===== src/rtl/core/irsg_pkg.sv =====
// Shared types and constants for the integer range sequence generator.
// Used by irsg_ctrl, irsg_dp, the top level and the port checker.
`timescale 1ns / 1ps

package irsg_pkg;

	// Operand and element width
	localparam int unsigned DATA_W = 64;
	// Divider iteration counter width (one quotient bit per cycle)
	localparam int unsigned DIV_CNT_W = $clog2(DATA_W);

	// Result status codes
	typedef enum logic [1:0] {
		ST_ELEMENT  = 2'd0,
		ST_NULL     = 2'd1,
		ST_EMPTY    = 2'd2,
		ST_TOO_LONG = 2'd3
	} stat_t;

	// Controller states
	typedef enum logic [2:0] {
		S_IDLE,
		S_CHECK,
		S_DIV,
		S_EVAL,
		S_EMIT
	} state_t;

	// Commands from controller to datapath
	typedef struct packed {
		logic  capture;    // load request operands
		logic  div_load;   // load divider with |end-start| and |step|
		logic  div_step;   // one restoring division step
		logic  seq_load;   // load first element and list length
		logic  push_elem;  // place next element into the output register
		logic  push_stat;  // place a status-only result into the output register
		stat_t stat_code;  // code for push_stat
	} cmd_t;

	// Status from datapath to controller
	typedef struct packed {
		logic  out_free;   // output register can take a result this cycle
		logic  chk_special;// request resolves without division
		stat_t chk_code;
		logic  div_done;   // final division step in progress
		logic  eval_bad;   // length out of range or zero
		stat_t eval_code;
		logic  elem_last;  // element being pushed is the last one
	} sts_t;

endpackage


===== src/rtl/core/irsg_ctrl.sv =====
// Sequencing state machine for the range generator.
// Depends on irsg_pkg (state_t, cmd_t, sts_t).
`timescale 1ns / 1ps

module irsg_ctrl (
	input  logic          clk,
	input  logic          arst_n,
	input  logic          in_valid,
	output logic          in_ready,
	input  irsg_pkg::sts_t sts,
	output irsg_pkg::cmd_t cmd
);

	irsg_pkg::state_t state_q;
	irsg_pkg::state_t state_d;

	// State register
	always_ff @(posedge clk or negedge arst_n) begin
		if (!arst_n) begin
			state_q <= irsg_pkg::S_IDLE;
		end else begin
			state_q <= state_d;
		end
	end

	// Next state and commands
	always_comb begin
		state_d       = state_q;
		in_ready      = 1'b0;
		cmd           = '0;
		cmd.stat_code = irsg_pkg::ST_EMPTY;
		case (state_q)
			irsg_pkg::S_IDLE: begin
				in_ready = 1'b1;
				if (in_valid) begin
					cmd.capture = 1'b1;
					state_d     = irsg_pkg::S_CHECK;
				end
			end
			irsg_pkg::S_CHECK: begin
				if (sts.chk_special) begin
					cmd.stat_code = sts.chk_code;
					if (sts.out_free) begin
						cmd.push_stat = 1'b1;
						state_d       = irsg_pkg::S_IDLE;
					end
				end else begin
					cmd.div_load = 1'b1;
					state_d      = irsg_pkg::S_DIV;
				end
			end
			irsg_pkg::S_DIV: begin
				cmd.div_step = 1'b1;
				if (sts.div_done) begin
					state_d = irsg_pkg::S_EVAL;
				end
			end
			irsg_pkg::S_EVAL: begin
				if (sts.eval_bad) begin
					cmd.stat_code = sts.eval_code;
					if (sts.out_free) begin
						cmd.push_stat = 1'b1;
						state_d       = irsg_pkg::S_IDLE;
					end
				end else begin
					cmd.seq_load = 1'b1;
					state_d      = irsg_pkg::S_EMIT;
				end
			end
			irsg_pkg::S_EMIT: begin
				if (sts.out_free) begin
					cmd.push_elem = 1'b1;
					if (sts.elem_last) begin
						state_d = irsg_pkg::S_IDLE;
					end
				end
			end
			default: begin
				state_d = irsg_pkg::S_IDLE;
			end
		endcase
	end

endmodule


===== src/rtl/core/irsg_dp.sv =====
// Datapath: operand registers, range checks, radix-2 divider, element
// generator and output register. Depends on irsg_pkg.
`timescale 1ns / 1ps

module irsg_dp #(
	parameter int unsigned MAX_LIST_LEN = 64
) (
	input  logic                               clk,
	input  logic                               arst_n,
	input  logic                               cfg_we,
	input  logic                               cfg_wdata,
	input  logic signed [irsg_pkg::DATA_W-1:0] start_val,
	input  logic signed [irsg_pkg::DATA_W-1:0] end_val,
	input  logic signed [irsg_pkg::DATA_W-1:0] step_val,
	input  logic                               any_null,
	output logic                               out_valid,
	input  logic                               out_ready,
	output logic signed [irsg_pkg::DATA_W-1:0] element,
	output logic [1:0]                         status,
	output logic                               last,
	input  irsg_pkg::cmd_t                     cmd,
	output irsg_pkg::sts_t                     sts
);

	localparam int unsigned DW    = irsg_pkg::DATA_W;
	localparam int unsigned CW    = irsg_pkg::DIV_CNT_W;
	// Holds list lengths up to MAX_LIST_LEN + 1
	localparam int unsigned LEN_W = $clog2(MAX_LIST_LEN + 2);

	logic                 incl_q;
	logic [DW-1:0]        start_q;
	logic [DW-1:0]        end_q;
	logic [DW-1:0]        step_q;
	logic                 null_q;
	logic [DW-1:0]        mag_q;
	logic [DW-1:0]        rem_q;
	logic [DW-1:0]        quo_q;
	logic [CW-1:0]        cnt_q;
	logic [DW-1:0]        cur_q;
	logic [LEN_W-1:0]     left_q;
	logic                 ov_q;
	logic [DW-1:0]        elem_q;
	irsg_pkg::stat_t      stat_q;
	logic                 last_q;

	logic                 end_lt_start;
	logic                 start_lt_end;
	logic [DW-1:0]        diff;
	logic [DW-1:0]        mag;
	logic [DW:0]          trial;
	logic [DW:0]          trial_sub;
	logic                 q_big;
	logic [LEN_W-1:0]     len;
	logic                 len_big;
	logic                 chk_special;
	irsg_pkg::stat_t      chk_code;
	logic                 eval_bad;
	irsg_pkg::stat_t      eval_code;

	// Configuration register
	always_ff @(posedge clk or negedge arst_n) begin
		if (!arst_n) begin
			incl_q <= 1'b0;
		end else if (cfg_we) begin
			incl_q <= cfg_wdata;
		end
	end

	// Operand capture
	always_ff @(posedge clk) begin
		if (cmd.capture) begin
			start_q <= start_val;
			end_q   <= end_val;
			step_q  <= step_val;
			null_q  <= any_null;
		end
	end

	// Special cases: null, zero step, wrong direction
	always_comb begin
		end_lt_start = $signed(end_q) < $signed(start_q);
		start_lt_end = $signed(start_q) < $signed(end_q);
		chk_special  = 1'b1;
		chk_code     = irsg_pkg::ST_EMPTY;
		if (null_q) begin
			chk_code = irsg_pkg::ST_NULL;
		end else if (step_q == '0) begin
			chk_code = irsg_pkg::ST_EMPTY;
		end else if (end_lt_start && !step_q[DW-1]) begin
			chk_code = irsg_pkg::ST_EMPTY;
		end else if (start_lt_end && step_q[DW-1]) begin
			chk_code = irsg_pkg::ST_EMPTY;
		end else begin
			chk_special = 1'b0;
		end
		diff = end_lt_start ? (start_q - end_q) : (end_q - start_q);
		mag  = step_q[DW-1] ? (DW'(0) - step_q) : step_q;
	end

	// Restoring divider step: one quotient bit per cycle
	assign trial     = {rem_q, quo_q[DW-1]};
	assign trial_sub = trial - {1'b0, mag_q};

	always_ff @(posedge clk) begin
		if (cmd.div_load) begin
			mag_q <= mag;
			rem_q <= '0;
			quo_q <= diff;
			cnt_q <= '0;
		end else if (cmd.div_step) begin
			cnt_q <= cnt_q + CW'(1);
			if (!trial_sub[DW]) begin
				rem_q <= trial_sub[DW-1:0];
				quo_q <= {quo_q[DW-2:0], 1'b1};
			end else begin
				rem_q <= trial[DW-1:0];
				quo_q <= {quo_q[DW-2:0], 1'b0};
			end
		end
	end

	// Length: quotient plus one on remainder or inclusive bound
	always_comb begin
		q_big     = quo_q > DW'(MAX_LIST_LEN);
		len       = quo_q[LEN_W-1:0] + LEN_W'((rem_q != '0) || incl_q);
		len_big   = len > LEN_W'(MAX_LIST_LEN);
		eval_bad  = q_big || len_big || (len == '0);
		eval_code = (q_big || len_big) ? irsg_pkg::ST_TOO_LONG : irsg_pkg::ST_EMPTY;
	end

	// Element generator
	always_ff @(posedge clk) begin
		if (cmd.seq_load) begin
			cur_q  <= start_q;
			left_q <= len;
		end else if (cmd.push_elem) begin
			cur_q  <= cur_q + step_q;
			left_q <= left_q - LEN_W'(1);
		end
	end

	// Status to the controller
	always_comb begin
		sts.out_free    = !ov_q || out_ready;
		sts.chk_special = chk_special;
		sts.chk_code    = chk_code;
		sts.div_done    = (cnt_q == CW'(DW - 1));
		sts.eval_bad    = eval_bad;
		sts.eval_code   = eval_code;
		sts.elem_last   = (left_q == LEN_W'(1));
	end

	// Output register
	always_ff @(posedge clk or negedge arst_n) begin
		if (!arst_n) begin
			ov_q <= 1'b0;
		end else if (cmd.push_elem || cmd.push_stat) begin
			ov_q <= 1'b1;
		end else if (out_ready) begin
			ov_q <= 1'b0;
		end
	end

	always_ff @(posedge clk) begin
		if (cmd.push_elem) begin
			elem_q <= cur_q;
			stat_q <= irsg_pkg::ST_ELEMENT;
			last_q <= sts.elem_last;
		end else if (cmd.push_stat) begin
			elem_q <= '0;
			stat_q <= cmd.stat_code;
			last_q <= 1'b1;
		end
	end

	assign out_valid = ov_q;
	assign element   = elem_q;
	assign status    = stat_q;
	assign last      = last_q;

endmodule


===== src/rtl/core/integer_range_sequence_generator_unit.sv =====
// Channel  | Handshake            | Payload
// config   | cfg_we               | cfg_wdata (inclusive bound)
// in       | in_valid / in_ready  | start_val, end_val, step_val, any_null
// out      | out_valid / out_ready| element, status, last
//
// One request at a time. Null, zero-step and wrong-direction requests go from the
// check state straight to the output register; others run a radix-2 divider
// for the list length, then emit N results (N up to MAX_LIST_LEN), or one
// status result for a too-long or empty list.
// Output stalls hold the emitter; a new request is taken while a result waits.
// Reset (arst_n, asynchronous) clears the controller, output valid and the
// inclusive bound.
// Top level: joins irsg_ctrl and irsg_dp. Depends on irsg_pkg.
`timescale 1ns / 1ps

module integer_range_sequence_generator_unit #(
	parameter int unsigned MAX_LIST_LEN = 64
) (
	input  logic                               clk,
	input  logic                               arst_n,
	input  logic                               cfg_we,
	input  logic                               cfg_wdata,
	input  logic                               in_valid,
	output logic                               in_ready,
	input  logic signed [irsg_pkg::DATA_W-1:0] start_val,
	input  logic signed [irsg_pkg::DATA_W-1:0] end_val,
	input  logic signed [irsg_pkg::DATA_W-1:0] step_val,
	input  logic                               any_null,
	output logic                               out_valid,
	input  logic                               out_ready,
	output logic signed [irsg_pkg::DATA_W-1:0] element,
	output logic [1:0]                         status,
	output logic                               last
);

	irsg_pkg::cmd_t cmd;
	irsg_pkg::sts_t sts;

	irsg_ctrl u_ctrl (
		.clk      (clk),
		.arst_n   (arst_n),
		.in_valid (in_valid),
		.in_ready (in_ready),
		.sts      (sts),
		.cmd      (cmd)
	);

	irsg_dp #(
		.MAX_LIST_LEN (MAX_LIST_LEN)
	) u_dp (
		.clk       (clk),
		.arst_n    (arst_n),
		.cfg_we    (cfg_we),
		.cfg_wdata (cfg_wdata),
		.start_val (start_val),
		.end_val   (end_val),
		.step_val  (step_val),
		.any_null  (any_null),
		.out_valid (out_valid),
		.out_ready (out_ready),
		.element   (element),
		.status    (status),
		.last      (last),
		.cmd       (cmd),
		.sts       (sts)
	);

endmodule


===== config.mk =====
export PLATFORM = sky130hd
export DESIGN_NAME = integer_range_sequence_generator_unit
export DESIGN_NICKNAME = d
export VERILOG_FILES = /design/src/rtl/core/irsg_pkg.sv /design/src/rtl/core/irsg_ctrl.sv /design/src/rtl/core/irsg_dp.sv /design/src/rtl/core/integer_range_sequence_generator_unit.sv
export SDC_FILE = /design/constraint.sdc
export NUM_CORES = 1
export LEC_CHECK = 0
export BUFFER_PORTS_ARGS = -buffer_cell sky130_fd_sc_hd__clkbuf_2
export CAP_MARGIN = 20
export CORE_MARGIN = 2
export CORE_UTILIZATION = 31
export CTS_CLUSTER_DIAMETER = 60
export DETAILED_ROUTE_END_ITERATION = 6
export HOLD_SLACK_MARGIN = 0.03
export PLACE_DENSITY = 0.52
export RECOVER_POWER = 50
export SLEW_MARGIN = 20
export SYNTH_ARGS = -nofsm -noshare
export SYNTH_HDL_FRONTEND = slang
export SYNTH_SLANG_ARGS = --single-unit

===== constraint.sdc =====
create_clock -name clk -period 9.75 [get_ports clk]
set_input_delay 1.95 -clock clk [delete_from_list [all_inputs] [get_ports clk]]
set_output_delay 1.95 -clock clk [all_outputs]
set_load 0.01 [all_outputs]

Word level (Yosys, flattened, before mapping)
Cells that the tools add are included.
- bits in registers: 534
- input bits: 199
- output and inout bits: 69
- word-level logic and storage cells: 100
- $add $sub $neg: 8
- $lt $le $gt $ge: 4
- equality and inequality tests: 10
- muxes and demuxes: 43
- reductions and logical operators: 18
- operators with widths (kind ; number):
    $mux W64 ; 8
    $lt A64 B64 Y1 ; 2
    $sub A64 B64 Y64 ; 2
    $sub A65 B64 Y65 ; 1
    $add A64 B64 Y64 ; 1
    $gt A64 B7 Y1 const B ; 1
    $logic_not A64 Y1 ; 1
    $reduce_bool A64 Y1 ; 1
    $sub A1 B64 Y64 const A ; 1
    $mux W63 ; 1
    $mux W3 ; 9
    $mux W1 ; 20
    $pmux W3 S5 ; 1
    $mux W7 ; 2
    $ne A2 B2 Y1 const B ; 4
    $reduce_bool A2 Y1 ; 4
    $add A7 B1 Y7 ; 1
    $eq A7 B1 Y1 const B ; 1
    $gt A7 B7 Y1 const B ; 1
    $logic_not A7 Y1 ; 1
    $sub A7 B1 Y7 const B ; 1
    $add A6 B1 Y6 const B ; 1
    $eq A3 B2 Y1 const B ; 2
    $eq A6 B6 Y1 const B ; 1
    other kinds (9) ; 15

Longest topological paths before layout
- depth in word-level cells: 10
- mapped depth: 18

Modules after synthesis
A second synthesis with hierarchy kept.
- cells, all modules: 3891
- area, all modules: 36040.8 µm²
- by module, submodules not included (module ; times used ; cells an instance ; area each (µm²) ; seq. area each (µm²)):
    irsg_dp ; 1 ; 3859 ; 35765.6 ; 15214.6
    irsg_ctrl ; 1 ; 32 ; 275.3 ; 75.1

Worst setup path after synthesis
Ideal clock, no wire load.
- kind: input -> register
- start: input port in_valid
- end: register u_dp.end_q[0] (enable)
- data arrival time: 6332 ps
- setup slack: 2842 ps
- cell stages on the path: 1
- cell sequence: and2_1
- word-level cells in the longest chain between the ends: 2
- ends and longest elaborated chain (what ; RTL line ; source):
    start: declaration ; integer_range_sequence_generator_unit.sv:23 ; input logic in_valid,
    $mux W1 ; irsg_ctrl.sv:35 ; if (in_valid) begin
    $mux W1 ; irsg_ctrl.sv:32 ; case (state_q)
    end signal: assignment ; irsg_dp.sv:73 ; end_q <= end_val;
    end: declaration ; irsg_dp.sv:32 ; logic [DW-1:0] end_q;
Every way passes these cells.
A chain may end at the register's enable or synchronous reset.

==> impl_metrics.json <==
{
  "worst_slew_pin_slew_ns": 3.51,
  "busiest_layer": "met2",
  "p_per_area_nw_per_um2": 289,
  "crit_type": "input port to flop",
  "clock_latency_ns": 0.65,
  "track_usage_pct": 20.4,
  "num_vias": 30400,
  "grt_pass1_vias": 29300,
  "met3_usage_pct": 2.78,
  "final_max_slew_viol_count": 238,
  "cts_tree": "built",
  "combPwrFrac_pct": 44.9,
  "crit_path_end_kind": "flop",
  "cp-start-kind": "input port",
  "clock-sinks": 534,
  "die_area_um2": 119000,
  "area_growth_pct": 14.2,
  "p_int_mw": 6.83,
  "io_pins": 268,
  "synth-seq-area-share_pct": 42.4,
  "use_met2_pct": 32.6,
  "synthCells": 3881,
  "period_share_pct": 71.1,
  "critPathArrivalTime_ns": 7.12,
  "ys_top_cells_by_area": "edfxtp_1 38%, ha_1 9.1%, a21oi_1 5.9%",
  "antenna_found_initial": 10,
  "maxCapViolCount": 4,
  "yosys.area.top_type": "edfxtp_1",
  "fp.dieH_um": 345,
  "yosys_warnings": 0,
  "max_freq_mhz": 144,
  "routed_wl_um": 126000,
  "ys_seq_elements": 534,
  "clockPowerShare_pct": 23.9,
  "whs_ns": 0.496,
  "pwr-share-seq_pct": 31.2,
  "place_area_um2": 38800,
  "rows": 125,
  "status": "complete, but fails checks",
  "synth.distinct_cells": 84,
  "grt_max_degree": 190,
  "clk_pin_slew_worst_paths_ns": 0.05,
  "overflow": 0,
  "cts_setup_buffers": 0,
  "gp_congestion": 0.947,
  "finalNetCount": 4524,
  "switchingPower_mw": 5.07,
  "stdcell_area_um2": 41200,
  "die_x_um": 345,
  "syn_area_um2": 36100,
  "ir_drop_mv": 0.190,
  "crit_fanout": 57,
  "route.detailed.drc": 0,
  "wl_per_cell_um": 22.4,
  "yosysTopAreaCellShare_pct": 38.0,
  "cellLeakagePower_nw": 15.9,
  "cts.hold.buffers_added": 0,
  "grt_pass1_wl_um": 186000,
  "avgSynthCellArea_um2": 9.30,
  "dpl.cell_count": 5506,
  "core_area_um2": 116000,
  "p_sw_share_pct": 42.6,
  "hold_viol": 0,
  "grt_setup_unrepaired": "no",
  "cts_root_buf": "clkbuf_16",
  "period_needed_ns": 6.93,
  "synth_nets": 4345,
  "drt_iter0_markers": 2610,
  "numCtsBuffers": 76,
  "skew_ns": 0.0239,
  "detail_route.vias_per_cell": 5.39,
  "layout-drive-gt1-share_pct": 6.90,
  "ant_nets": 0,
  "setup_tns_ns": 0,
  "synth_edf_count": 457,
  "gr-usage-met1_pct": 28.5,
  "setup_viol_count_final": 0,
  "dp_hpwl_um": 99400,
  "hold_path.class": "flop to flop",
  "cts_resized": 0,
  "stdcell_count": 5645,
  "clockBufferDepth": 3,
  "initial_core_util_pct": 31.2,
  "portBuffers": 267,
  "worstPathRequired_ns": 9.94,
  "h-tree-depth": 3,
  "violations": "max-capacitance violations, max-slew violations",
  "first_pass_iters": 5,
  "synth_top_flop_cell": "edfxtp_1",
  "synthArstFlopShare_pct": 0.936,
  "maxSlewHeadroom_pct": -134
}
[sequential cells by signal (all words and copies together), names as in the netlist, 7 cells and up]
| signal | count |
|---|---|
| u_dp.start_q | 64 |
| u_dp.left_q | 7 |
| u_dp.element | 64 |
| u_dp.quo_q | 64 |
| u_dp.cur_q | 64 |
| u_dp.step_q | 64 |
| u_dp.end_q | 64 |
| u_dp.mag_q | 64 |
| u_dp.rem_q | 64 |
[cells in the final DEF, fill, tap and decap left out, types with 29 or more instances in the layout]
cell type  count
edfxtp_1     457
a21oi_1      425
o21ai_0      367
nand2_1      339
inv_1        282
ha_1         261
nor2_1       184
xnor2_1      183
clkbuf_1     178
a21o_1       115
nand3_1      112
clkbuf_2      99
clkbuf_16     78
mux2i_1       72
o21bai_1      72
dfxtp_1       72
xor2_1        69
nand4_1       66
and2_0        53
nor3_1        48
nor4_1        42
o31ai_1       39
a31oi_1       29
[per-stage QoR]
stage | worst slack [ns] | util, % | total power [mW]
after global routing | 2.34 | 35.6 | 12.6
after global placement | 3.65 | 33.5 | 9.03
after floorplan | 2.84 | - | 7.28
after detailed placement | 3.77 | 33.5 | 9.01
after CTS | 3.74 | 35.8 | 11.9
final | 2.82 | 35.6 | 11.9
[routing by layer]
metal | vias up | part of all wire (%)
met2 | 1026 | 45
met5 | - | 0.028
met1 | 14600 | 46
met4 | 6 | 3.0
li1 | 14600 | -
met3 | 191 | 5.5
[power groups by stage]
stage	Sequential [mW]	Combinational, mW	Clock (mW)
floorplan	3.61	3.67	0
global placement	3.73	5.30	0
detailed placement	3.74	5.27	0
CTS	3.70	5.30	2.92
global route	3.77	5.80	3.00
finish	3.71	5.34	2.85
[cell families (layout without fill, tap and decap cells)]
group	Yosys count	count (layout)	synth area share [%]
other cells	0	3	0
mux	78	78	2.19
flops	534	534	42.4
simple gates	1007	1007	13.6
buf+inv	469	706	5.07
fa+ha+maj	265	265	9.27
xor+xnor	254	254	6.17
compound gates	1274	1274	21.3
[layout make-up]
type	count	area, um^2
Multi-Input combinational cell	2878	19000
Timing Repair Buffer	286	1280
Inverter	284	1070
Antenna cell	3	7.51
Sequential cell	534	15300
Clock inverter	48	597
Tap cell	1524	1910
Clock buffer	88	2010
Fill cell	12000	74500
[cell usage after synthesis, types with 74 or more instances]
cell        n
a21o_1    115
a21oi_1   426
and2_1     74
clkbuf_1  153
edfxtp_1  457
ha_1      261
inv_1     283
nand2_1   339
nand3_1   112
nor2_1    186
o21ai_0   367
xnor2_1   184
[final timing paths]
path / start / to / slack [ns] / cells after the start
worst max-delay path: in_valid / u_dp.end_q[31]$_DFFE_PP_ / 2.82 / 3
worst max register to register: u_ctrl.state_q[2]$_DFFE_PN0P_ / u_dp.end_q[31]$_DFFE_PP_ / 3.21 / 3
worst min register to register: u_dp.cnt_q[1]$_SDFFE_PN0P_ / u_dp.cnt_q[1]$_SDFFE_PN0P_ / 0.50 / 2
max in group asynchronous: arst_n / u_ctrl.state_q[0]$_DFFE_PN0P_ / 8.08 / 1
min in group asynchronous: arst_n / u_dp.out_valid$_DFFE_PN0P_ / 1.28 / 1
worst min-delay path: u_dp.cnt_q[1]$_SDFFE_PN0P_ / u_dp.cnt_q[1]$_SDFFE_PN0P_ / 0.50 / 2
[worst max-delay path, stage by stage]
cell and delay, ns:
clkbuf_1 0.26, and2_0 2.55, clkbuf_1 2.19
(Power assumes the default switching activity.)
